File: src/sv/lcd4_pkg.sv
// ----------------------------------------------------------------------------
// lcd4_pkg: shared types and tables for the 4-bit character LCD interface
// Request kinds, the pin phase record and the power-up init phase table.
// ----------------------------------------------------------------------------
`default_nettype none

package lcd4_pkg;

  localparam int unsigned KindW   = 3;
  localparam int unsigned NibW    = 4;
  localparam int unsigned HoldW   = 16;
  localparam int unsigned ByteW   = 8;
  localparam int unsigned RowW    = 2;
  localparam int unsigned ColW    = 5;
  localparam int unsigned IdxW    = 5;
  localparam int unsigned InDataW = 32;
  localparam int unsigned OutDataW = 24;

  // Phase index of the last phase of each sequence
  localparam logic [IdxW-1:0] InitLastIdx = IdxW'(28);
  localparam logic [IdxW-1:0] NibLastIdx  = IdxW'(1);
  localparam logic [IdxW-1:0] ByteLastIdx = IdxW'(3);
  // First init phase that belongs to the byte commands
  localparam logic [IdxW-1:0] InitByteIdx = IdxW'(9);
  // First init phase of the mode-switch nibble
  localparam logic [IdxW-1:0] InitModeIdx = IdxW'(7);

  localparam logic [HoldW-1:0] WaitHold    = HoldW'(50);
  localparam logic [HoldW-1:0] StrobeHold  = HoldW'(1);
  localparam logic [HoldW-1:0] CharHold    = HoldW'(46);
  localparam logic [HoldW-1:0] WakeHold    = HoldW'(4100);
  localparam logic [HoldW-1:0] NibCmdHold  = HoldW'(100);
  localparam logic [HoldW-1:0] ByteCmdHold = HoldW'(53);
  localparam logic [HoldW-1:0] ClearHold   = HoldW'(3000);

  localparam logic [NibW-1:0] WakeNib  = 4'b0011;
  localparam logic [NibW-1:0] Mode4Nib = 4'b0010;

  typedef enum logic [KindW-1:0] {
    KIND_INIT   = 3'd0,
    KIND_NIB    = 3'd1,
    KIND_BYTE   = 3'd2,
    KIND_CHAR   = 3'd3,
    KIND_CURSOR = 3'd4
  } req_kind_e;

  typedef struct packed {
    logic [NibW-1:0]  nib;
    logic             en;
    logic [HoldW-1:0] hold;
  } phase_t;

  // Init phases from the first nibble strobe on (index 1 to 28)
  function automatic phase_t init_phase(logic [IdxW-1:0] idx);
    phase_t          ph;
    logic [IdxW-1:0] j;
    logic [2:0]      b;
    logic [1:0]      p;
    logic [ByteW-1:0] cmd;
    logic [HoldW-1:0] cmd_hold;
    ph       = '0;
    j        = idx - InitByteIdx;
    b        = j[4:2];
    p        = j[1:0];
    cmd      = 8'b00101000;
    cmd_hold = ByteCmdHold;
    if (idx < InitByteIdx) begin
      // wake-up nibbles 3, 3, 3 then 2
      ph.nib  = (idx >= InitModeIdx) ? Mode4Nib : WakeNib;
      ph.en   = idx[0];
      if (idx[0]) begin
        ph.hold = StrobeHold;
      end else begin
        ph.hold = (idx[IdxW-1:1] == 4'd1) ? WakeHold : NibCmdHold;
      end
    end else begin
      case (b)
        3'd0: cmd = 8'b00101000;
        3'd1: cmd = 8'b00001000;
        3'd2: begin
          cmd      = 8'b00000001;
          cmd_hold = ClearHold;
        end
        3'd3: cmd = 8'b00000110;
        default: cmd = 8'b00001100;
      endcase
      ph.nib = p[1] ? cmd[3:0] : cmd[7:4];
      ph.en  = ~p[0];
      if (!p[0]) begin
        ph.hold = StrobeHold;
      end else if (p[1]) begin
        ph.hold = cmd_hold;
      end else begin
        ph.hold = '0;
      end
    end
    return ph;
  endfunction

endpackage

`default_nettype wire

File: src/sv/char_lcd_nibble_interface_core.sv
// ----------------------------------------------------------------------------
// char_lcd_nibble_interface_core: 4-bit character LCD pin phase generator
// Turns each request into enable-strobed pin phases, high nibble first.
// ----------------------------------------------------------------------------
// Channel  Dir  Handshake            Payload
// s_axis   in   tvalid/tready        tuser: req_type; tdata: request fields
// m_axis   out  tvalid/tready/tlast  tuser: reg_select; tdata: phase fields
//
// One phase leaves per cycle while m_axis does not stall: a nibble command
// yields 2 phases, a byte, character or cursor move 4, the init sequence 29;
// a request that yields no phase is dropped. The phase counter of the request
// register sets the rate; the next request is taken in the cycle its last phase moves.
// Reset clears pin state and valid flags. A stall on m_axis holds the
// output register and freezes the phase counter.
// ----------------------------------------------------------------------------
`default_nettype none

module char_lcd_nibble_interface_core (
  input  wire logic                           clk_i,
  input  wire logic                           rst_ni,
  input  wire logic                           s_axis_tvalid,
  output logic                                s_axis_tready,
  // [7:0] byte_value, [23:8] hold_delay, [25:24] row, [30:26] column, [31] 0
  input  wire logic [lcd4_pkg::InDataW-1:0]   s_axis_tdata,
  // [2:0] req_type
  input  wire logic [lcd4_pkg::KindW-1:0]     s_axis_tuser,
  output logic                                m_axis_tvalid,
  input  wire logic                           m_axis_tready,
  // [3:0] data_nibble, [4] enable_level, [20:5] hold_units, [23:21] 0
  output logic [lcd4_pkg::OutDataW-1:0]       m_axis_tdata,
  // [0] reg_select
  output logic                                m_axis_tuser,
  // last_phase
  output logic                                m_axis_tlast
);
  import lcd4_pkg::*;

  // request fields
  logic [ByteW-1:0] in_byte;
  logic [HoldW-1:0] in_hold;
  logic [RowW-1:0]  in_row;
  logic [ColW-1:0]  in_col;

  // current request
  logic             cur_valid_q, cur_valid_d;
  logic             cur_init_q, cur_init_d;
  logic             cur_nib_q, cur_nib_d;
  logic             cur_rs_q, cur_rs_d;
  logic [ByteW-1:0] cur_byte_q, cur_byte_d;
  logic [HoldW-1:0] cur_hold_q, cur_hold_d;
  logic [IdxW-1:0]  idx_q, idx_d;

  // pins left by the last emitted phase
  logic [NibW-1:0]  pin_nib_q;
  logic             pin_rs_q;

  // output register
  logic             out_valid_q;
  logic [NibW-1:0]  out_nib_q;
  logic             out_en_q;
  logic [HoldW-1:0] out_hold_q;
  logic             out_rs_q;
  logic             out_last_q;

  logic    accept;
  logic    advance;
  logic    last;
  logic    produce;
  phase_t  ph;
  phase_t  init_ph;

  assign in_byte = s_axis_tdata[7:0];
  assign in_hold = s_axis_tdata[23:8];
  assign in_row  = s_axis_tdata[25:24];
  assign in_col  = s_axis_tdata[30:26];

  assign init_ph = init_phase(idx_q);

  always_comb begin
    if (cur_init_q) begin
      last = (idx_q == InitLastIdx);
    end else if (cur_nib_q) begin
      last = (idx_q == NibLastIdx);
    end else begin
      last = (idx_q == ByteLastIdx);
    end
  end

  // phase for the current index
  always_comb begin
    ph = '0;
    if (cur_init_q) begin
      if (idx_q == '0) begin
        ph.nib  = pin_nib_q;
        ph.en   = 1'b0;
        ph.hold = WaitHold;
      end else begin
        ph = init_ph;
      end
    end else if (cur_nib_q) begin
      ph.nib  = cur_byte_q[3:0];
      ph.en   = ~idx_q[0];
      ph.hold = idx_q[0] ? cur_hold_q : StrobeHold;
    end else begin
      ph.nib = idx_q[1] ? cur_byte_q[3:0] : cur_byte_q[7:4];
      ph.en  = ~idx_q[0];
      if (!idx_q[0]) begin
        ph.hold = StrobeHold;
      end else if (idx_q[1]) begin
        ph.hold = cur_hold_q;
      end else begin
        ph.hold = '0;
      end
    end
  end

  assign advance       = cur_valid_q && (!out_valid_q || m_axis_tready);
  assign s_axis_tready = !cur_valid_q || (advance && last);
  assign accept        = s_axis_tvalid && s_axis_tready;

  // decode an incoming request
  always_comb begin
    produce    = 1'b0;
    cur_init_d = 1'b0;
    cur_nib_d  = 1'b0;
    cur_rs_d   = 1'b0;
    cur_byte_d = in_byte;
    cur_hold_d = in_hold;
    case (s_axis_tuser)
      KIND_INIT: begin
        produce    = 1'b1;
        cur_init_d = 1'b1;
      end
      KIND_NIB: begin
        produce   = 1'b1;
        cur_nib_d = 1'b1;
      end
      KIND_BYTE: begin
        produce = 1'b1;
      end
      KIND_CHAR: begin
        produce    = 1'b1;
        cur_rs_d   = 1'b1;
        cur_hold_d = CharHold;
      end
      KIND_CURSOR: begin
        // drop rows above 1 and columns above 15
        produce    = !in_row[1] && !in_col[4];
        cur_byte_d = {1'b1, in_row[0], 2'b00, in_col[3:0]};
        cur_hold_d = CharHold;
      end
      default: begin
        produce = 1'b0;
      end
    endcase
  end

  always_comb begin
    cur_valid_d = cur_valid_q;
    idx_d       = idx_q;
    if (accept) begin
      cur_valid_d = produce;
      idx_d       = '0;
    end else if (advance) begin
      // retire the request once its last phase moves
      if (last) begin
        cur_valid_d = 1'b0;
      end
      idx_d = idx_q + IdxW'(1);
    end
  end

  always_ff @(posedge clk_i or negedge rst_ni) begin
    if (!rst_ni) begin
      cur_valid_q <= 1'b0;
      idx_q       <= '0;
      pin_nib_q   <= '0;
      pin_rs_q    <= 1'b0;
      out_valid_q <= 1'b0;
    end else begin
      cur_valid_q <= cur_valid_d;
      idx_q       <= idx_d;
      if (advance) begin
        pin_nib_q   <= ph.nib;
        pin_rs_q    <= cur_init_q ? (idx_q == '0 ? pin_rs_q : 1'b0) : cur_rs_q;
        out_valid_q <= 1'b1;
      end else if (m_axis_tready) begin
        out_valid_q <= 1'b0;
      end
    end
  end

  always_ff @(posedge clk_i) begin
    if (accept) begin
      cur_init_q <= cur_init_d;
      cur_nib_q  <= cur_nib_d;
      cur_rs_q   <= cur_rs_d;
      cur_byte_q <= cur_byte_d;
      cur_hold_q <= cur_hold_d;
    end
    if (advance) begin
      out_nib_q  <= ph.nib;
      out_en_q   <= ph.en;
      out_hold_q <= ph.hold;
      out_last_q <= last;
      if (cur_init_q) begin
        out_rs_q <= (idx_q == '0) ? pin_rs_q : 1'b0;
      end else begin
        out_rs_q <= cur_rs_q;
      end
    end
  end

  assign m_axis_tvalid = out_valid_q;
  assign m_axis_tdata  = {3'b000, out_hold_q, out_en_q, out_nib_q};
  assign m_axis_tuser  = out_rs_q;
  assign m_axis_tlast  = out_last_q;

endmodule

`default_nettype wire

File: config.mk
export PLATFORM = sky130hd
export DESIGN_NAME = char_lcd_nibble_interface_core
export DESIGN_NICKNAME = d
export VERILOG_FILES = /design/src/sv/lcd4_pkg.sv /design/src/sv/char_lcd_nibble_interface_core.sv
export SDC_FILE = /design/constraint.sdc
export NUM_CORES = 1
export LEC_CHECK = 0
export BUFFER_PORTS_ARGS = -buffer_cell sky130_fd_sc_hd__buf_4
export CAP_MARGIN = 20
export CORE_UTILIZATION = 47
export CTS_CLUSTER_DIAMETER = 40
export DETAILED_ROUTE_END_ITERATION = 16
export GPL_TIMING_DRIVEN = 0
export MAX_ROUTING_LAYER = met4
export PLACE_DENSITY = 0.83
export RECOVER_POWER = 100
export SETUP_SLACK_MARGIN = 0.2
export SLEW_MARGIN = 20
export SYNTH_ARGS = -nofsm -noshare
export SYNTH_HDL_FRONTEND = slang
export SYNTH_SLANG_ARGS = --single-unit
File: constraint.sdc
create_clock -name clk_i -period 5.7 [get_ports clk_i]
set_clock_uncertainty 0.1 [all_clocks]
set_input_delay 0.855 -clock clk_i [delete_from_list [all_inputs] [get_ports clk_i]]
set_output_delay 0.855 -clock clk_i [all_outputs]
set_load 0.05 [all_outputs]
Word-level counts from Yosys, hierarchy flattened
Cells that the tools add are included.
{"block": "word_totals", "ff_bits": 62, "inputBits": 39, "output_inout_bits": 28, "wordCells": 84}
{"block": "op_classes", "add_sub_neg": 2, "order_cmp": 2, "n_eq_ne": 11, "muxes": 32, "bitwise": 2, "reduce_logical": 19}
{"cell": "two-way mux 21 bit", "count": 4}
{"cell": "two-way mux 16 bit", "count": 5}
{"cell": "two-way mux 13 bit", "count": 2}
{"cell": "case mux 6 bit (4 select lines)", "count": 1}
{"cell": "two-way mux 1 bit", "count": 13}
{"cell": "equality test 3 x 2 -> 1 bit (second input constant)", "count": 4}
{"cell": "two-way mux 12 bit", "count": 1}
{"cell": "two-way mux 5 bit", "count": 2}
{"cell": "two-way mux 4 bit", "count": 2}
{"cell": "two-way mux 7 bit", "count": 1}
{"cell": "equality test 3 x 1 -> 1 bit (second input constant)", "count": 2}
{"cell": "logical NOT 3 bit", "count": 2}
{"cell": "nonzero test 2 bit", "count": 3}
{"cell": "adder 5 x 1 -> 5 bit (second input constant)", "count": 1}
{"cell": "equality test 5 x 1 -> 1 bit (second input constant)", "count": 1}
{"cell": "equality test 5 x 2 -> 1 bit (second input constant)", "count": 1}
{"cell": "equality test 5 bit (second input constant)", "count": 1}
{"cell": ">= comparator 5 x 3 -> 1 bit (second input constant)", "count": 1}
{"cell": "logical NOT 5 bit", "count": 1}
{"cell": "less-than comparator 5 x 4 -> 1 bit (second input constant)", "count": 1}
{"cell": "subtractor 5 x 4 -> 5 bit (second input constant)", "count": 1}
{"cell": "equality test 4 x 1 -> 1 bit (second input constant)", "count": 1}
{"cell": "logical AND 1 bit", "count": 4}
{"cell": "logical NOT 1 bit", "count": 4}
{"cell": "7 further kinds", "count": 9}

Logic depth before layout (Yosys ltp)
Gate-level depths: netlist (run 1).
{"block": "logic_depth", "word_depth": 8, "ltp_mapped": 9, "depth_no_buf": 7}

Least setup slack after synthesis (run 1)
Ideal clock, no wire load.
{"block": "synth_timing", "path_kind": "input to register", "start": "in m_axis_tready", "end": "reg cur_byte_q[0], enable pin", "setup_ns": 0.373, "arrival_time_ns": 2.509, "t_required_ns": 5.227, "slack_ns": 2.718, "cell_stages": 5, "path_buffers": 1, "cell_sequence": "nand2b_1 inv_1 o31ai_2 and2_1 buf_2"}
{"block": "synth_via", "elab_chain_len": 5}
{"element": "start, declared", "line": "char_lcd_nibble_interface_core.sv:28", "text": "input wire logic m_axis_tready,"}
{"element": "logical OR 1 bit", "line": "char_lcd_nibble_interface_core.sv:117", "text": "assign advance = cur_valid_q && (!out_valid_q || m_axis_tready);"}
{"element": "logical AND 1 bit", "line": "char_lcd_nibble_interface_core.sv:117"}
{"element": "logical AND 1 bit", "line": "char_lcd_nibble_interface_core.sv:118", "text": "assign s_axis_tready = !cur_valid_q || (advance && last);"}
{"element": "logical OR 1 bit", "line": "char_lcd_nibble_interface_core.sv:118"}
{"element": "net s_axis_tready", "line": "char_lcd_nibble_interface_core.sv:22", "text": "output logic s_axis_tready,"}
{"element": "logical AND 1 bit", "line": "char_lcd_nibble_interface_core.sv:119", "text": "assign accept = s_axis_tvalid && s_axis_tready;"}
{"element": "net accept", "line": "char_lcd_nibble_interface_core.sv:65", "text": "logic accept;"}
{"element": "end signal, assigned", "line": "char_lcd_nibble_interface_core.sv:198", "text": "cur_byte_q <= cur_byte_d;"}
{"element": "end, declared", "line": "char_lcd_nibble_interface_core.sv:49", "text": "logic [ByteW-1:0] cur_byte_q, cur_byte_d;"}
The timed path passes the listed nets, and every way through them passes these cells.
A chain may end at the register's enable or synchronous reset.

Final worst setup path (run 1)
{"block": "layout_timing", "start": "reg idx_q[0]", "end": "reg cur_hold_q[9], enable pin"}
{"block": "layout_via", "elab_chain_len": 6, "word_cells_on_any_way": 8, "cone_classes": "3 x eq/ne; 2 x mux; 3 x reduce/logical"}
{"element": "start, declared", "line": "char_lcd_nibble_interface_core.sv:51", "text": "logic [IdxW-1:0] idx_q, idx_d;"}
{"element": "start signal, assigned", "line": "char_lcd_nibble_interface_core.sv:182", "text": "idx_q <= idx_d;"}
{"element": "equality test 5 x 2 -> 1 bit or equality test 5 x 1 -> 1 bit (tied branches)", "line": "char_lcd_nibble_interface_core.sv:85, char_lcd_nibble_interface_core.sv:83"}
{"element": "two-way mux 1 bit", "line": "char_lcd_nibble_interface_core.sv:82", "text": "end else if (cur_nib_q) begin"}
{"element": "two-way mux 1 bit *", "line": "char_lcd_nibble_interface_core.sv:80", "text": "if (cur_init_q) begin"}
{"element": "logical AND 1 bit *", "line": "char_lcd_nibble_interface_core.sv:118"}
{"element": "logical OR 1 bit *", "line": "char_lcd_nibble_interface_core.sv:118"}
{"element": "logical AND 1 bit *", "line": "char_lcd_nibble_interface_core.sv:119"}
{"element": "net accept", "line": "char_lcd_nibble_interface_core.sv:65"}
{"element": "end signal, assigned", "line": "char_lcd_nibble_interface_core.sv:199", "text": "cur_hold_q <= cur_hold_d;"}
{"element": "end, declared", "line": "char_lcd_nibble_interface_core.sv:50", "text": "logic [HoldW-1:0] cur_hold_q, cur_hold_d;"}
Mark *: on every way through the listed nets, which the timed path passes. The rest lies on a longest branch.

==> impl_results.html, run 1 <==
<table>
<tr><th>Metric</th><th>Value</th></tr>
<tr><th colspan="2">Run status</th></tr>
<tr><td>Outcome</td><td>complete, but fails checks</td></tr>
<tr><td>Failing checks</td><td>max-capacitance violations, max-slew violations</td></tr>
<tr><th colspan="2">Placement</th></tr>
<tr><td>Global placer's final weighted congestion</td><td>around 0.90</td></tr>
<tr><td>Placed instance count</td><td>just under 400</td></tr>
<tr><td>Worst setup slack after placement</td><td>3028 ps</td></tr>
<tr><td>Half-perimeter wire length after placement</td><td>4.326 mm</td></tr>
<tr><td>IO buf count</td><td>62</td></tr>
<tr><td>DP Area</td><td>around 3600 µm²</td></tr>
<tr><th colspan="2">Layout</th></tr>
<tr><td>Filler-free cell count of the finished design</td><td>405</td></tr>
<tr><td>Fraction of final layout cells sized beyond drive strength 1</td><td>21.52%</td></tr>
<tr><td>Post-Layout Inst Area</td><td>roughly 3600 µm²</td></tr>
<tr><td>Fillers</td><td>524</td></tr>
<tr><td>Number of antenna diodes</td><td>0</td></tr>
<tr><td>Number of nets in the layout</td><td>366</td></tr>
<tr><td>Area added between synthesis and finish</td><td>20.85%</td></tr>
<tr><td>Most frequent standard cell in the layout excluding fill and tap cells</td><td>sky130_fd_sc_hd__edfxtp_1</td></tr>
<tr><td>Most frequent cells in the layout</td><td>sky130_fd_sc_hd__edfxtp_1 (50), sky130_fd_sc_hd__buf_4 (38), sky130_fd_sc_hd__clkbuf_1 (37)</td></tr>
<tr><th colspan="2">STA</th></tr>
<tr><td>Slew at the pin with the worst max-slew slack</td><td>~1700 ps</td></tr>
<tr><td>Unrepaired setup endpoints after global routing</td><td>no</td></tr>
<tr><td>Total count of hold-check failures in the final report</td><td>0</td></tr>
<tr><td>Max_slew headroom</td><td>-12.01%</td></tr>
<tr><td>Ratio of final minimum period to clock period</td><td>61.14%</td></tr>
<tr><td>Final WS setup</td><td>2215 ps</td></tr>
<tr><td>Total negative slack for setup checks</td><td>0 ps</td></tr>
<tr><td>Final setup violation count</td><td>0</td></tr>
<tr><td>Highest achievable clock rate</td><td>286.9 MHz</td></tr>
<tr><td>Final Max Slew Viols</td><td>33</td></tr>
<tr><td>Final period demand of the worst path</td><td>3485 ps</td></tr>
<tr><th colspan="2">Setup path</th></tr>
<tr><td>FF-to-FF path depth</td><td>6</td></tr>
<tr><td>Setup CP Type</td><td>reg2reg</td></tr>
<tr><td>Reg2Reg Setup Slack</td><td>2210 ps</td></tr>
<tr><td>Capturing element type of the critical path</td><td>register</td></tr>
<tr><td>Required time of the worst setup path</td><td>5530 ps</td></tr>
<tr><td>Type of element launching the critical path</td><td>register</td></tr>
<tr><td>Worst-path fanout max</td><td>32</td></tr>
<tr><td>Worst Path Arrival</td><td>between 3000 and 4000 ps</td></tr>
<tr><td>Worst flop-to-flop path startpoint</td><td>idx_q[0]</td></tr>
<tr><td>Destination of the worst register-to-register timing path</td><td>cur_hold_q[9]</td></tr>
<tr><th colspan="2">Synthesis</th></tr>
<tr><td>Primary flip-flop cell chosen by synthesis mapping</td><td>sky130_fd_sc_hd__edfxtp_1</td></tr>
<tr><td>Average footprint of a synthesized cell</td><td>~12 µm²</td></tr>
<tr><td>Post-synthesis instance total</td><td>250</td></tr>
<tr><td>Number of synthesized register bits</td><td>slightly above 60</td></tr>
<tr><td>Summed instance area of the synthesized netlist</td><td>~3000 µm²</td></tr>
<tr><td>Asr flop ratio synth</td><td>19.35%</td></tr>
<tr><td>Share of synthesized area occupied by flip-flops and latches</td><td>59.70%</td></tr>
<tr><td>Count of flip-flops with a built-in enable after synthesis</td><td>50</td></tr>
<tr><td>Number of warnings printed during yosys synthesis</td><td>0</td></tr>
<tr><td>Synth unique cells</td><td>53</td></tr>
<tr><th colspan="2">Power and ir drop</th></tr>
<tr><td>Power share of the clock group</td><td>18.8%</td></tr>
<tr><td>Power spent charging and discharging nets</td><td>~0.84 mW</td></tr>
<tr><td>Pwr dens</td><td>around 540 nW/µm²</td></tr>
<tr><td>Peak supply drop</td><td>0.2268 mV</td></tr>
<tr><td>Combinational share of power</td><td>45.1%</td></tr>
<tr><td>Leakage</td><td>1.448 nW</td></tr>
<tr><td>Switching share of total power</td><td>43.13%</td></tr>
<tr><td>Proportion of power drawn by flip-flops and latches</td><td>36.1%</td></tr>
<tr><td>Internal power</td><td>1.111 mW</td></tr>
<tr><th colspan="2">Clock network</th></tr>
<tr><td>Clock root cell</td><td>sky130_fd_sc_hd__clkbuf_8</td></tr>
<tr><td>Depth of the CTS H-tree</td><td>3</td></tr>
<tr><td>Post-CTS clock slew at the launch and capture registers of the worst setup and hold paths</td><td>70 ps</td></tr>
<tr><td>Number of buffers added by the clock tree synthesis step</td><td>9</td></tr>
<tr><td>Post-cts sizing count</td><td>0</td></tr>
<tr><td>Quantity of hold-fixing buffers added after cts</td><td>0</td></tr>
<tr><td>Clock tree from TritonCTS</td><td>done</td></tr>
<tr><td>TritonCTS Sinks</td><td>62</td></tr>
<tr><td>Bufs on Longest Clock Path</td><td>2</td></tr>
<tr><td>Buffers inserted during post-CTS setup optimization</td><td>0</td></tr>
<tr><td>Worst-skew pair later-pin latency</td><td>330 ps</td></tr>
<tr><th colspan="2">Global routing</th></tr>
<tr><td>Total routing resource utilization after global routing</td><td>20.90%</td></tr>
<tr><td>Vias in the first global route</td><td>2012</td></tr>
<tr><td>Number of antenna violations at the first check in global routing</td><td>0</td></tr>
<tr><td>Wire length of the first global-routing pass</td><td>between 9 and 10 mm</td></tr>
<tr><td>Leftover overflow at the end of global routing</td><td>0</td></tr>
<tr><td>Pin count of the biggest net entering global routing</td><td>33</td></tr>
<tr><th colspan="2">Min path</th></tr>
<tr><td>Hold EP</td><td>pin_nib_q[0]</td></tr>
<tr><td>Instance count along the most critical hold path</td><td>1</td></tr>
<tr><td>Tightest Hold Check Type</td><td>reg2reg</td></tr>
<tr><td>Min-Delay Startpoint</td><td>pin_nib_q[0]</td></tr>
<tr><th colspan="2">Die</th></tr>
<tr><td>Width of the die</td><td>82.13 µm</td></tr>
<tr><td>Vert. Die Dim</td><td>82.13 µm</td></tr>
<tr><td>Die Footprint</td><td>6745 µm²</td></tr>
<tr><td>Initial Utilization</td><td>~50%</td></tr>
<tr><td>Area of the placeable core</td><td>6061 µm²</td></tr>
<tr><td>Number of standard-cell rows in the floorplan</td><td>28</td></tr>
<tr><td>Top-level port count</td><td>67</td></tr>
<tr><th colspan="2">Routing</th></tr>
<tr><td>Detailed-router iteration count before antenna repair</td><td>4</td></tr>
<tr><td>Number of violations reported at the end of detailed-routing iteration 0</td><td>98</td></tr>
<tr><td>Count of antenna-violating nets left after detailed routing</td><td>0</td></tr>
<tr><td>WL per Instance</td><td>15.01 µm</td></tr>
<tr><td>Remaining design rule violation count</td><td>0</td></tr>
<tr><td>Vias</td><td>~2100</td></tr>
<tr><td>Post-DR vias/cell</td><td>5.269</td></tr>
<tr><td>WL final</td><td>6.080 mm</td></tr>
<tr><th colspan="2">Run</th></tr>
<tr><td>Max capacitance violation total</td><td>1</td></tr>
</table>
[synth_stat cells, types with 2 or more instances]
| master | count | area share [%] |
|---|---|---|
| sky130_fd_sc_hd__nor2_1 | 12 | 1.5 |
| sky130_fd_sc_hd__nor3_1 | 5 | 0.83 |
| sky130_fd_sc_hd__a22oi_1 | 2 | 0.50 |
| sky130_fd_sc_hd__dfrtp_1 | 12 | 10 |
| sky130_fd_sc_hd__mux2i_1 | 3 | 1.0 |
| sky130_fd_sc_hd__o21ai_0 | 9 | 1.5 |
| sky130_fd_sc_hd__and2_1 | 17 | 3.5 |
| sky130_fd_sc_hd__nor2b_1 | 6 | 1.2 |
| sky130_fd_sc_hd__o31ai_2 | 2 | 0.83 |
| sky130_fd_sc_hd__o2bb2ai_1 | 2 | 0.58 |
| sky130_fd_sc_hd__a21boi_0 | 2 | 0.50 |
| sky130_fd_sc_hd__xor2_1 | 2 | 0.58 |
| sky130_fd_sc_hd__mux2_2 | 7 | 2.6 |
| sky130_fd_sc_hd__nor3b_1 | 3 | 0.75 |
| sky130_fd_sc_hd__a211oi_1 | 2 | 0.50 |
| sky130_fd_sc_hd__a22o_1 | 2 | 0.58 |
| sky130_fd_sc_hd__or2_2 | 2 | 0.41 |
| sky130_fd_sc_hd__a221o_1 | 3 | 1.0 |
| sky130_fd_sc_hd__nand2b_1 | 5 | 1.0 |
| sky130_fd_sc_hd__inv_1 | 6 | 0.75 |
| sky130_fd_sc_hd__buf_4 | 5 | 1.2 |
| sky130_fd_sc_hd__buf_2 | 6 | 1.0 |
| sky130_fd_sc_hd__edfxtp_1 | 50 | 50 |
| sky130_fd_sc_hd__or3_1 | 4 | 0.83 |
| sky130_fd_sc_hd__nand4_1 | 2 | 0.41 |
| sky130_fd_sc_hd__and3b_1 | 2 | 0.58 |
| sky130_fd_sc_hd__ha_1 | 2 | 0.83 |
| sky130_fd_sc_hd__xnor2_1 | 3 | 0.87 |
| sky130_fd_sc_hd__buf_6 | 2 | 0.75 |
| sky130_fd_sc_hd__a21oi_1 | 9 | 1.5 |
| sky130_fd_sc_hd__nand3_1 | 5 | 0.83 |
| sky130_fd_sc_hd__clkbuf_1 | 7 | 0.87 |
| sky130_fd_sc_hd__a21o_1 | 8 | 2.0 |
| sky130_fd_sc_hd__nand2_1 | 22 | 2.7 |
[worst max-delay path by stage]
stage	startpoint	to	slack (ps)	cells past startpoint
finish	idx_q[0]	cur_hold_q[9]	2210	6
global route	idx_q[0]	cur_hold_q[7]	1830	6
CTS	idx_q[0]	s_axis_tready	2860	5
detailed placement	m_axis_tready	cur_hold_q[11]	3030	6
global placement	m_axis_tready	s_axis_tready	3100	5
floorplan	m_axis_tready	cur_byte_q[0]	2720	5
[flip-flops by register name, indices dropped and copies added (netlist names)]
register / cells
cur_byte_q: 8
cur_hold_q: 16
cur_init_q: 1
cur_nib_q: 1
cur_rs_q: 1
cur_valid_q: 1
idx_q: 5
m_axis_tlast: 1
m_axis_tuser: 1
m_axis_tvalid: 1
out_en_q: 1
out_hold_q: 16
out_nib_q: 4
pin_nib_q: 4
pin_rs_q: 1
[cells by family (layout without fill, tap and decap cells)]
kind of cell               count (synthesis)  count (layout)  share of synthesized area [%]
AOI/OAI and AO/OA                         52              52                          12.60
xor gates and xnor gates                   5               5                          1.451
adders and majority gates                  2               2                         0.8291
buffers and inverters                     27             105                          4.726
DFF                                       62              62                          59.70
muxes                                     11              11                          4.105
other                                      1               3                         0.1243
and+or+nand+nor                           90              90                          16.46
[power groups by stage]
stage	clock network, mW	registers, mW	logic (mW)
finish	0.368	0.705	0.881
global route	0.394	0.719	0.959
CTS	0.372	0.706	0.958
detailed placement	0	0.715	0.950
global placement	0	0.710	0.949
floorplan	0	0.919	0.496
[layout make-up]
class                      count  area [µm²]  share of cell area [%]
clock inverter                 7       65.06                   1.784
buffer                        20       110.1                   3.019
tap                           75       93.84                   2.573
inverter                       7       26.28                  0.7204
timing repair buffer          62       364.1                   9.983
multi-input combinational    163        1062                   29.13
sequential                    62        1802                   49.40
clock buffer                   9       123.9                   3.396
[metrics by stage]
step / hold WS (ps) / power (mW) / util, %
2_1_floorplan: 361.0 / 1.415 / -
3_3_place_gp: 378.6 / 1.659 / 59.15
3_5_place_dp: 394.8 / 1.665 / 59.15
4_1_cts: 250.0 / 2.036 / 62.26
5_1_grt: 413.7 / 2.073 / 60.18
6_report: 396.0 / 1.953 / 60.18
[routing by layer]
metal | wire, µm | track usage, % | part of all wire [%]
met1 | 2714 | 26.56 | 45
met2 | 3017 | 32.89 | 50
met3 | 261 | 3.077 | 4.3
met4 | 87 | 10.18 | 1.4
met5 | 0 | - | 0
[critical path: stages (launching register included)]
cell	delay, ps
sky130_fd_sc_hd__dfrtp_1	360
sky130_fd_sc_hd__clkbuf_1	400
sky130_fd_sc_hd__nand2b_1	190
sky130_fd_sc_hd__nor2b_1	200
sky130_fd_sc_hd__o31ai_1	420
sky130_fd_sc_hd__and2_0	190
sky130_fd_sc_hd__clkbuf_1	1210
(Power assumes the default switching activity.)
==> inputs of run 2 (changes only) <==
ABC_AREA = 1   (was default)
clock period = 3.55 ns   (was 5.7 ns; I/O delays follow)
==> run 2 against run 1 <==
  * The run now ends clean
  * First-iteration DRC count grew 73%
  * Utilization is 0.054 points higher
  * Combinational power grew 51%
  * Critical path depth up 1
  * Routed wire length shrank 6.8%
  * Count of clock-buffer cells in the layout unchanged
  * Critical path type unchanged
  * Largest power group unchanged
==> impl_results.html, run 2 <==
<table>
<tr><th>Metric</th><th>Value</th></tr>
<tr><th colspan="2">Run status</th></tr>
<tr><td>Outcome</td><td>finished clean</td></tr>
<tr><th colspan="2">Setup path</th></tr>
<tr><td>Reg2Reg Setup Slack</td><td>730 ps</td></tr>
<tr><td>Worst-path fanout max</td><td>32</td></tr>
<tr><td>Worst flop-to-flop path startpoint</td><td>cur_init_q</td></tr>
<tr><td>Setup CP Type</td><td>reg2reg</td></tr>
<tr><td>Type of element launching the critical path</td><td>register</td></tr>
<tr><td>Required time of the worst setup path</td><td>around 3400 ps</td></tr>
<tr><td>FF-to-FF path depth</td><td>7</td></tr>
<tr><td>Worst Path Arrival</td><td>2680 ps</td></tr>
<tr><td>Destination of the worst register-to-register timing path</td><td>cur_hold_q[15]</td></tr>
<tr><td>Capturing element type of the critical path</td><td>register</td></tr>
<tr><th colspan="2">Synthesis</th></tr>
<tr><td>Largest area contributor in the netlist</td><td>sky130_fd_sc_hd__edfxtp_1</td></tr>
<tr><td>Share of synthesized area occupied by flip-flops and latches</td><td>61.38%</td></tr>
<tr><td>Count of flip-flops with a built-in enable after synthesis</td><td>50</td></tr>
<tr><td>Summed instance area of the synthesized netlist</td><td>2935 µm²</td></tr>
<tr><td>Primary flip-flop cell chosen by synthesis mapping</td><td>sky130_fd_sc_hd__edfxtp_1</td></tr>
<tr><td>Synth area leaders</td><td>sky130_fd_sc_hd__edfxtp_1 (51%), sky130_fd_sc_hd__nand2_1 (11%), sky130_fd_sc_hd__dfrtp_1 (10%)</td></tr>
<tr><td>Post-synthesis instance total</td><td>307</td></tr>
<tr><td>Dominant cell by count in the synthesized netlist</td><td>sky130_fd_sc_hd__nand2_1</td></tr>
<tr><td>Top cell type's share of synthesized area</td><td>51.15%</td></tr>
<tr><td>Average footprint of a synthesized cell</td><td>9.561 µm²</td></tr>
<tr><td>Number of warnings printed during yosys synthesis</td><td>0</td></tr>
<tr><td>Synth unique cells</td><td>30</td></tr>
<tr><td>Most common library cells after synthesis</td><td>sky130_fd_sc_hd__nand2_1 (83), sky130_fd_sc_hd__edfxtp_1 (50), sky130_fd_sc_hd__inv_1 (42), sky130_fd_sc_hd__nor2_1 (39)</td></tr>
<tr><td>Asr flop ratio synth</td><td>19.35%</td></tr>
<tr><td>Number of synthesized register bits</td><td>62</td></tr>
<tr><th colspan="2">Die</th></tr>
<tr><td>Number of standard-cell rows in the floorplan</td><td>28</td></tr>
<tr><td>Vert. Die Dim</td><td>81.03 µm</td></tr>
<tr><td>Die Footprint</td><td>around 6600 µm²</td></tr>
<tr><td>Area of the placeable core</td><td>5956 µm²</td></tr>
<tr><td>Initial Utilization</td><td>49.29%</td></tr>
<tr><td>Top-level port count</td><td>67</td></tr>
<tr><td>Width of the die</td><td>roughly 80 µm</td></tr>
<tr><th colspan="2">Routing</th></tr>
<tr><td>WL final</td><td>roughly 5.7 mm</td></tr>
<tr><td>Remaining design rule violation count</td><td>0</td></tr>
<tr><td>Number of violations reported at the end of detailed-routing iteration 0</td><td>170</td></tr>
<tr><td>Vias</td><td>2219</td></tr>
<tr><td>Count of antenna-violating nets left after detailed routing</td><td>0</td></tr>
<tr><td>Detailed-router iteration count before antenna repair</td><td>4</td></tr>
<tr><td>WL per Instance</td><td>12.24 µm</td></tr>
<tr><td>Post-DR vias/cell</td><td>4.793</td></tr>
<tr><th colspan="2">Layout</th></tr>
<tr><td>Number of antenna diodes</td><td>0</td></tr>
<tr><td>Most frequent cells in the layout</td><td>sky130_fd_sc_hd__nand2_1 (86), sky130_fd_sc_hd__edfxtp_1 (50), sky130_fd_sc_hd__inv_1 (44)</td></tr>
<tr><td>Fillers</td><td>roughly 530</td></tr>
<tr><td>End-of-flow core utilization</td><td>60.23%</td></tr>
<tr><td>Area added between synthesis and finish</td><td>22.21%</td></tr>
<tr><td>Biggest registers after layout</td><td>cur_hold_q: 16 flops, out_hold_q: 16 flops, cur_byte_q: 8 flops</td></tr>
<tr><td>Most frequent standard cell in the layout excluding fill and tap cells</td><td>sky130_fd_sc_hd__nand2_1</td></tr>
<tr><td>Number of nets in the layout</td><td>424</td></tr>
<tr><td>Filler-free cell count of the finished design</td><td>463</td></tr>
<tr><td>Fraction of final layout cells sized beyond drive strength 1</td><td>19.07%</td></tr>
<tr><th colspan="2">STA</th></tr>
<tr><td>Ratio of final minimum period to clock period</td><td>approximately four fifths</td></tr>
<tr><td>Max_slew headroom</td><td>33.78%</td></tr>
<tr><td>Final WS setup</td><td>about 730 ps</td></tr>
<tr><td>Slew at the pin with the worst max-slew slack</td><td>approximately 990 ps</td></tr>
<tr><td>Unrepaired setup endpoints after global routing</td><td>no</td></tr>
<tr><td>Final period demand of the worst path</td><td>2818 ps</td></tr>
<tr><td>Total count of hold-check failures in the final report</td><td>0</td></tr>
<tr><td>Total negative slack for setup checks</td><td>0 ps</td></tr>
<tr><td>Highest achievable clock rate</td><td>354.9 MHz</td></tr>
<tr><td>Final setup violation count</td><td>0</td></tr>
<tr><td>Worst slack on hold paths</td><td>342.2 ps</td></tr>
<tr><td>Final Max Slew Viols</td><td>0</td></tr>
<tr><th colspan="2">Global routing</th></tr>
<tr><td>Met1 track demand over resource</td><td>between 20% and 30%</td></tr>
<tr><td>Leftover overflow at the end of global routing</td><td>0</td></tr>
<tr><td>Total routing resource utilization after global routing</td><td>19.36%</td></tr>
<tr><td>Number of antenna violations at the first check in global routing</td><td>0</td></tr>
<tr><td>Met3 Use GR</td><td>3.034%</td></tr>
<tr><td>Vias in the first global route</td><td>between 2000 and 2500</td></tr>
<tr><td>Most utilized layer in the global route result</td><td>met2</td></tr>
<tr><td>Pin count of the biggest net entering global routing</td><td>33</td></tr>
<tr><td>Met2 track utilization from global routing</td><td>30.84%</td></tr>
<tr><td>Wire length of the first global-routing pass</td><td>9.080 mm</td></tr>
<tr><th colspan="2">Run</th></tr>
<tr><td>Max capacitance violation total</td><td>0</td></tr>
<tr><th colspan="2">Clock network</th></tr>
<tr><td>Number of buffers added by the clock tree synthesis step</td><td>9</td></tr>
<tr><td>Clock root cell</td><td>sky130_fd_sc_hd__clkbuf_8</td></tr>
<tr><td>Bufs on Longest Clock Path</td><td>2</td></tr>
<tr><td>TritonCTS Sinks</td><td>62</td></tr>
<tr><td>Depth of the CTS H-tree</td><td>3</td></tr>
<tr><td>Clock tree from TritonCTS</td><td>done</td></tr>
<tr><td>Buffers inserted during post-CTS setup optimization</td><td>0</td></tr>
<tr><td>Worst-skew pair later-pin latency</td><td>340 ps</td></tr>
<tr><td>Post-CTS clock slew at the launch and capture registers of the worst setup and hold paths</td><td>70 ps</td></tr>
<tr><th colspan="2">Min path</th></tr>
<tr><td>Tightest Hold Check Type</td><td>in2reg</td></tr>
<tr><td>Min-Delay Startpoint</td><td>m_axis_tready</td></tr>
<tr><td>Instance count along the most critical hold path</td><td>4</td></tr>
<tr><td>Hold EP</td><td>m_axis_tvalid</td></tr>
<tr><th colspan="2">Placement</th></tr>
<tr><td>Worst setup slack after placement</td><td>~1100 ps</td></tr>
<tr><td>IO buf count</td><td>62</td></tr>
<tr><td>Global placer's final weighted congestion</td><td>0.8972</td></tr>
<tr><td>Placed instance count</td><td>446</td></tr>
<tr><td>Half-perimeter wire length after placement</td><td>a little over 4 mm</td></tr>
<tr><th colspan="2">Power and ir drop</th></tr>
<tr><td>Leakage</td><td>1.668 nW</td></tr>
<tr><td>Pwr dens</td><td>893.7 nW/µm²</td></tr>
<tr><td>Peak supply drop</td><td>0.4613 mV</td></tr>
</table>
==> run 2: changes by cell type in the layout (fill, tap and decap cells not counted), moves of 6 or more <==
| cell | change |
|---|---|
| sky130_fd_sc_hd__nor2b_1 | -6 |
| sky130_fd_sc_hd__nand2_1 | +64 |
| sky130_fd_sc_hd__nand3_1 | +7 |
| sky130_fd_sc_hd__and2_0 | -10 |
| sky130_fd_sc_hd__a21oi_1 | -6 |
| sky130_fd_sc_hd__and2_1 | -7 |
| sky130_fd_sc_hd__a21o_1 | -8 |
| sky130_fd_sc_hd__nor2_1 | +31 |
| sky130_fd_sc_hd__mux2_2 | -7 |
| sky130_fd_sc_hd__inv_1 | +37 |
| sky130_fd_sc_hd__clkbuf_1 | -8 |
==> run 2: logic make-up (layout without fill, tap and decap cells) <==
group / Yosys count / in the layout / share of synthesized area (%)
xor gates and xnor gates: 4 / 4 / 1.193
buffers and inverters: 57 / 136 / 8.184
AOI/OAI and AO/OA: 26 / 26 / 5.670
adders and majority gates: 2 / 2 / 0.8524
other: 1 / 3 / 0.1278
and+or+nand+nor: 155 / 155 / 22.59
DFF: 62 / 62 / 61.38
==> run 2: timing repair <==
item	in CTS	in global routing
endpoints found under the hold margin	12	0
resized for setup	0	0
hold buffers	1	0
==> run 2: final cells by class <==
cell class / count / area [µm²] / area share (%)
Timing Repair Buffer: 63 / 377.9 / 10.53
Multi-Input combinational cell: 190 / 860.8 / 24.00
Clock inverter: 7 / 95.09 / 2.651
Clock buffer: 9 / 123.9 / 3.453
Buffer: 9 / 53.80 / 1.500
Inverter: 48 / 180.2 / 5.023
Sequential cell: 62 / 1802 / 50.23
Tap cell: 75 / 93.84 / 2.616
==> run 2: how the worst max path moves through the flow <==
| stage | from | cells after the start | end | slack [ps] |
|---|---|---|---|---|
| 3_3_place_gp | cur_init_q | 7 | cur_hold_q[14] | 1150 |
| 3_5_place_dp | cur_init_q | 7 | cur_hold_q[14] | 1100 |
| 6_report | cur_init_q | 7 | cur_hold_q[15] | 730 |
| 4_1_cts | idx_q[1] | 6 | cur_hold_q[3] | 1080 |
| 2_1_floorplan | cur_init_q | 8 | cur_byte_q[0] | 1480 |
| 5_1_grt | cur_init_q | 7 | cur_hold_q[14] | 520 |
==> run 2: power by group <==
part	total [mW]	internal [mW]	switching (mW)
clock	0.685	0.397	0.288
sequential	1.19	1.09	0.0956
combinational	1.33	0.298	1.04
total	3.21	1.79	1.42
==> run 2: stage by stage <==
stage	cell area, µm²	power (mW)
final	3587	3.206
after global routing	3587	3.388
after CTS	3731	3.366
after detailed placement	3502	2.687
after global placement	3502	2.656
after floorplan	2943	2.277
==> run 2: per-layer routing <==
metal  wire length, µm  vias to the layer above
met4               102                        0
met2              2735                       64
met3               279                        9
met1              2552                     1020
li1                  -                     1126
met5                 0                        -
==> run 2: critical path, cell delays in order (launching register included) <==
cell and delay, ps:
sky130_fd_sc_hd__edfxtp_1 320, sky130_fd_sc_hd__clkbuf_1 340, sky130_fd_sc_hd__inv_1 250, sky130_fd_sc_hd__o21ai_1 190, sky130_fd_sc_hd__nand3_1 90, sky130_fd_sc_hd__a21oi_1 220
sky130_fd_sc_hd__nand2_2 120, sky130_fd_sc_hd__a21oi_4 790
==> inputs of run 3 (changes only) <==
ABC_AREA = 0   (was 1)
clock period = 2.7 ns   (was 3.55 ns; I/O delays follow)
==> run 3 against run 2 <==
  * Sequential cell count is the same
  * Sequential share of layout area down 1.7 points
  * Cell area is 3.4% higher
  * Setup slack lost 620 ps
  * Utilization up 0.98 points
  * Count of clock-buffer cells in the layout grew 1
  * Global-route usage up 1.7 points
  * Critical path depth up 2
  * Combinational power is 46% higher
  * Clock power increased by 25%
  * Critical path type unchanged
  * Largest cell class unchanged
==> impl_results.html, run 3 (synthesized netlist as in run 1, its figures left out) <==
<table>
<tr><th>Metric</th><th>Value</th></tr>
<tr><th colspan="2">Run status</th></tr>
<tr><td>Outcome</td><td>finished clean</td></tr>
<tr><th colspan="2">Setup path</th></tr>
<tr><td>Capturing element type of the critical path</td><td>register</td></tr>
<tr><td>Worst Path Arrival</td><td>roughly 2600 ps</td></tr>
<tr><td>Reg2Reg Setup Slack</td><td>110 ps</td></tr>
<tr><td>Setup CP Type</td><td>reg2reg</td></tr>
<tr><td>FF-to-FF path depth</td><td>9</td></tr>
<tr><td>Required time of the worst setup path</td><td>between 2000 and 3000 ps</td></tr>
<tr><td>Type of element launching the critical path</td><td>register</td></tr>
<tr><td>Worst-path fanout max</td><td>10</td></tr>
<tr><th colspan="2">Clock network</th></tr>
<tr><td>Bufs on Longest Clock Path</td><td>2</td></tr>
<tr><td>Depth of the CTS H-tree</td><td>3</td></tr>
<tr><td>Clock root cell</td><td>sky130_fd_sc_hd__clkbuf_8</td></tr>
<tr><td>Worst-skew pair later-pin latency</td><td>between 300 and 400 ps</td></tr>
<tr><td>Clock tree from TritonCTS</td><td>done</td></tr>
<tr><td>Number of buffers added by the clock tree synthesis step</td><td>9</td></tr>
<tr><td>TritonCTS Sinks</td><td>62</td></tr>
<tr><td>Post-CTS clock slew at the launch and capture registers of the worst setup and hold paths</td><td>~70 ps</td></tr>
<tr><th colspan="2">Global routing</th></tr>
<tr><td>Met3 Use GR</td><td>slightly above 4%</td></tr>
<tr><td>Pin count of the biggest net entering global routing</td><td>33</td></tr>
<tr><td>Total routing resource utilization after global routing</td><td>about a fifth</td></tr>
<tr><td>Met2 track utilization from global routing</td><td>between 30% and 40%</td></tr>
<tr><td>Wire length of the first global-routing pass</td><td>9.804 mm</td></tr>
<tr><td>Met1 track demand over resource</td><td>roughly 28%</td></tr>
<tr><td>Number of antenna violations at the first check in global routing</td><td>0</td></tr>
<tr><td>Leftover overflow at the end of global routing</td><td>0</td></tr>
<tr><td>Most utilized layer in the global route result</td><td>met2</td></tr>
<tr><td>Vias in the first global route</td><td>about 2000</td></tr>
<tr><th colspan="2">Routing</th></tr>
<tr><td>WL final</td><td>6.321 mm</td></tr>
<tr><td>Number of violations reported at the end of detailed-routing iteration 0</td><td>243</td></tr>
<tr><td>Vias</td><td>2196</td></tr>
<tr><td>WL per Instance</td><td>15.61 µm</td></tr>
<tr><td>Post-DR vias/cell</td><td>5.422</td></tr>
<tr><td>Remaining design rule violation count</td><td>0</td></tr>
<tr><td>Count of antenna-violating nets left after detailed routing</td><td>0</td></tr>
<tr><td>Detailed-router iteration count before antenna repair</td><td>5</td></tr>
<tr><th colspan="2">STA</th></tr>
<tr><td>Ratio of final minimum period to clock period</td><td>95.90%</td></tr>
<tr><td>Unrepaired setup endpoints after global routing</td><td>yes</td></tr>
<tr><td>Final setup violation count</td><td>0</td></tr>
<tr><td>Total negative slack for setup checks</td><td>0 ps</td></tr>
<tr><td>Slew at the pin with the worst max-slew slack</td><td>1178 ps</td></tr>
<tr><td>Final period demand of the worst path</td><td>2589 ps</td></tr>
<tr><td>Total count of hold-check failures in the final report</td><td>0</td></tr>
<tr><td>Final Max Slew Viols</td><td>0</td></tr>
<tr><td>Highest achievable clock rate</td><td>around 390 MHz</td></tr>
<tr><td>Max_slew headroom</td><td>21.36%</td></tr>
<tr><th colspan="2">Layout</th></tr>
<tr><td>Most frequent cells in the layout</td><td>sky130_fd_sc_hd__edfxtp_1 (50), sky130_fd_sc_hd__buf_4 (41), sky130_fd_sc_hd__clkbuf_1 (33)</td></tr>
<tr><td>Filler-free cell count of the finished design</td><td>405</td></tr>
<tr><td>Most frequent standard cell in the layout excluding fill and tap cells</td><td>sky130_fd_sc_hd__edfxtp_1</td></tr>
<tr><td>Fillers</td><td>around 500</td></tr>
<tr><td>Fraction of final layout cells sized beyond drive strength 1</td><td>23.33%</td></tr>
<tr><td>Area added between synthesis and finish</td><td>22.93%</td></tr>
<tr><td>Number of nets in the layout</td><td>367</td></tr>
<tr><td>Biggest registers after layout</td><td>cur_hold_q: 16 flops, out_hold_q: 16 flops, cur_byte_q: 8 flops</td></tr>
<tr><td>Number of antenna diodes</td><td>0</td></tr>
<tr><th colspan="2">Placement</th></tr>
<tr><td>Global placer's final weighted congestion</td><td>between 0.9 and 1</td></tr>
<tr><td>IO buf count</td><td>62</td></tr>
<tr><td>Half-perimeter wire length after placement</td><td>4.454 mm</td></tr>
<tr><td>Placed instance count</td><td>389</td></tr>
<tr><th colspan="2">Die</th></tr>
<tr><td>Number of standard-cell rows in the floorplan</td><td>28</td></tr>
<tr><td>Initial Utilization</td><td>49.79%</td></tr>
<tr><td>Vert. Die Dim</td><td>between 80 and 90 µm</td></tr>
<tr><td>Width of the die</td><td>82.13 µm</td></tr>
<tr><td>Top-level port count</td><td>67</td></tr>
<tr><td>Die Footprint</td><td>6745 µm²</td></tr>
<tr><td>Area of the placeable core</td><td>6061 µm²</td></tr>
<tr><th colspan="2">Run</th></tr>
<tr><td>Max capacitance violation total</td><td>0</td></tr>
<tr><th colspan="2">Power and ir drop</th></tr>
<tr><td>Pwr dens</td><td>1156 nW/µm²</td></tr>
<tr><td>Peak supply drop</td><td>0.5835 mV</td></tr>
<tr><td>Leakage</td><td>1.485 nW</td></tr>
<tr><th colspan="2">Min path</th></tr>
<tr><td>Instance count along the most critical hold path</td><td>3</td></tr>
<tr><td>Tightest Hold Check Type</td><td>in2reg</td></tr>
</table>
==> run 3: cell count changes in the layout (fill, tap and decap cells not counted), sizes merged, moves of 7 or more <==
cell   delta
nand3     -7
and2     +17
mux2      +8
buf       +7
nand2    -66
a21o      +8
nor2     -33
inv      -43
==> run 3: stage by stage <==
step | total power [mW] | hold WS (ps) | setup slack [ps] | util (%) | instance area (µm²)
finish | 4.288 | 186.3 | 110.7 | 61.21 | 3710
global route | 4.507 | 194.8 | 58.20 | 61.21 | 3710
CTS | 4.401 | 168.6 | 214.6 | 62.84 | 3809
detailed placement | 3.543 | 160.2 | 234.3 | 59.33 | 3596
global placement | 3.510 | 158.3 | 215.1 | 59.33 | 3596
floorplan | 3.001 | 9.409 | 270.0 | - | 3037
==> run 3: worst max-delay path, cell delays in order, from the launching register on <==
cell	delay, ps
sky130_fd_sc_hd__dfrtp_1	420
sky130_fd_sc_hd__buf_2	270
sky130_fd_sc_hd__inv_1	70
sky130_fd_sc_hd__ha_1	200
sky130_fd_sc_hd__buf_2	190
sky130_fd_sc_hd__nor2b_1	170
sky130_fd_sc_hd__a311oi_1	340
sky130_fd_sc_hd__a221o_1	220
sky130_fd_sc_hd__nand2_1	80
sky130_fd_sc_hd__a21boi_0	320
==> run 3: area by class of cell <==
cell class	instances	area (µm²)	share of cell area, %
clock inverter	5	75.07	2.024
sequential	62	1802	48.57
buffer	20	120.1	3.238
tap	75	93.84	2.530
multi-input combinational	163	1090	29.38
timing repair buffer	63	375.4	10.12
inverter	7	26.28	0.7083
clock buffer	10	127.6	3.440
==> run 3: metal layers <==
| layer | up-vias | part of all wire (%) |
|---|---|---|
| met5 | - | 0 |
| met4 | 0 | 1.4 |
| met3 | 12 | 5.9 |
| met2 | 87 | 48 |
| met1 | 1037 | 45 |
| li1 | 1060 | - |
==> run 3: report_power, final <==
part           total, mW  internal, mW  switching (mW)
Clock              0.858         0.510           0.348
Combinational       1.94         0.577            1.36
Sequential          1.49          1.39           0.104
==> run 3: repair_timing <==
action                                 CTS  global route
gates resized for setup                  0             5
setup buffers                            0             0
endpoints found under the hold margin   12             0
setup endpoints to repair                0             8
hold buffers                             1             0
==> run 3: final timing paths <==
kind	from	end
setup / recovery	idx_q[1]	out_nib_q[1]
hold / removal	s_axis_tvalid	cur_valid_q
setup reg to reg	idx_q[1]	out_nib_q[1]
hold reg to reg	cur_hold_q[12]	out_hold_q[12]
max in group asynchronous	rst_ni	idx_q[1]
min in group asynchronous	rst_ni	pin_nib_q[3]
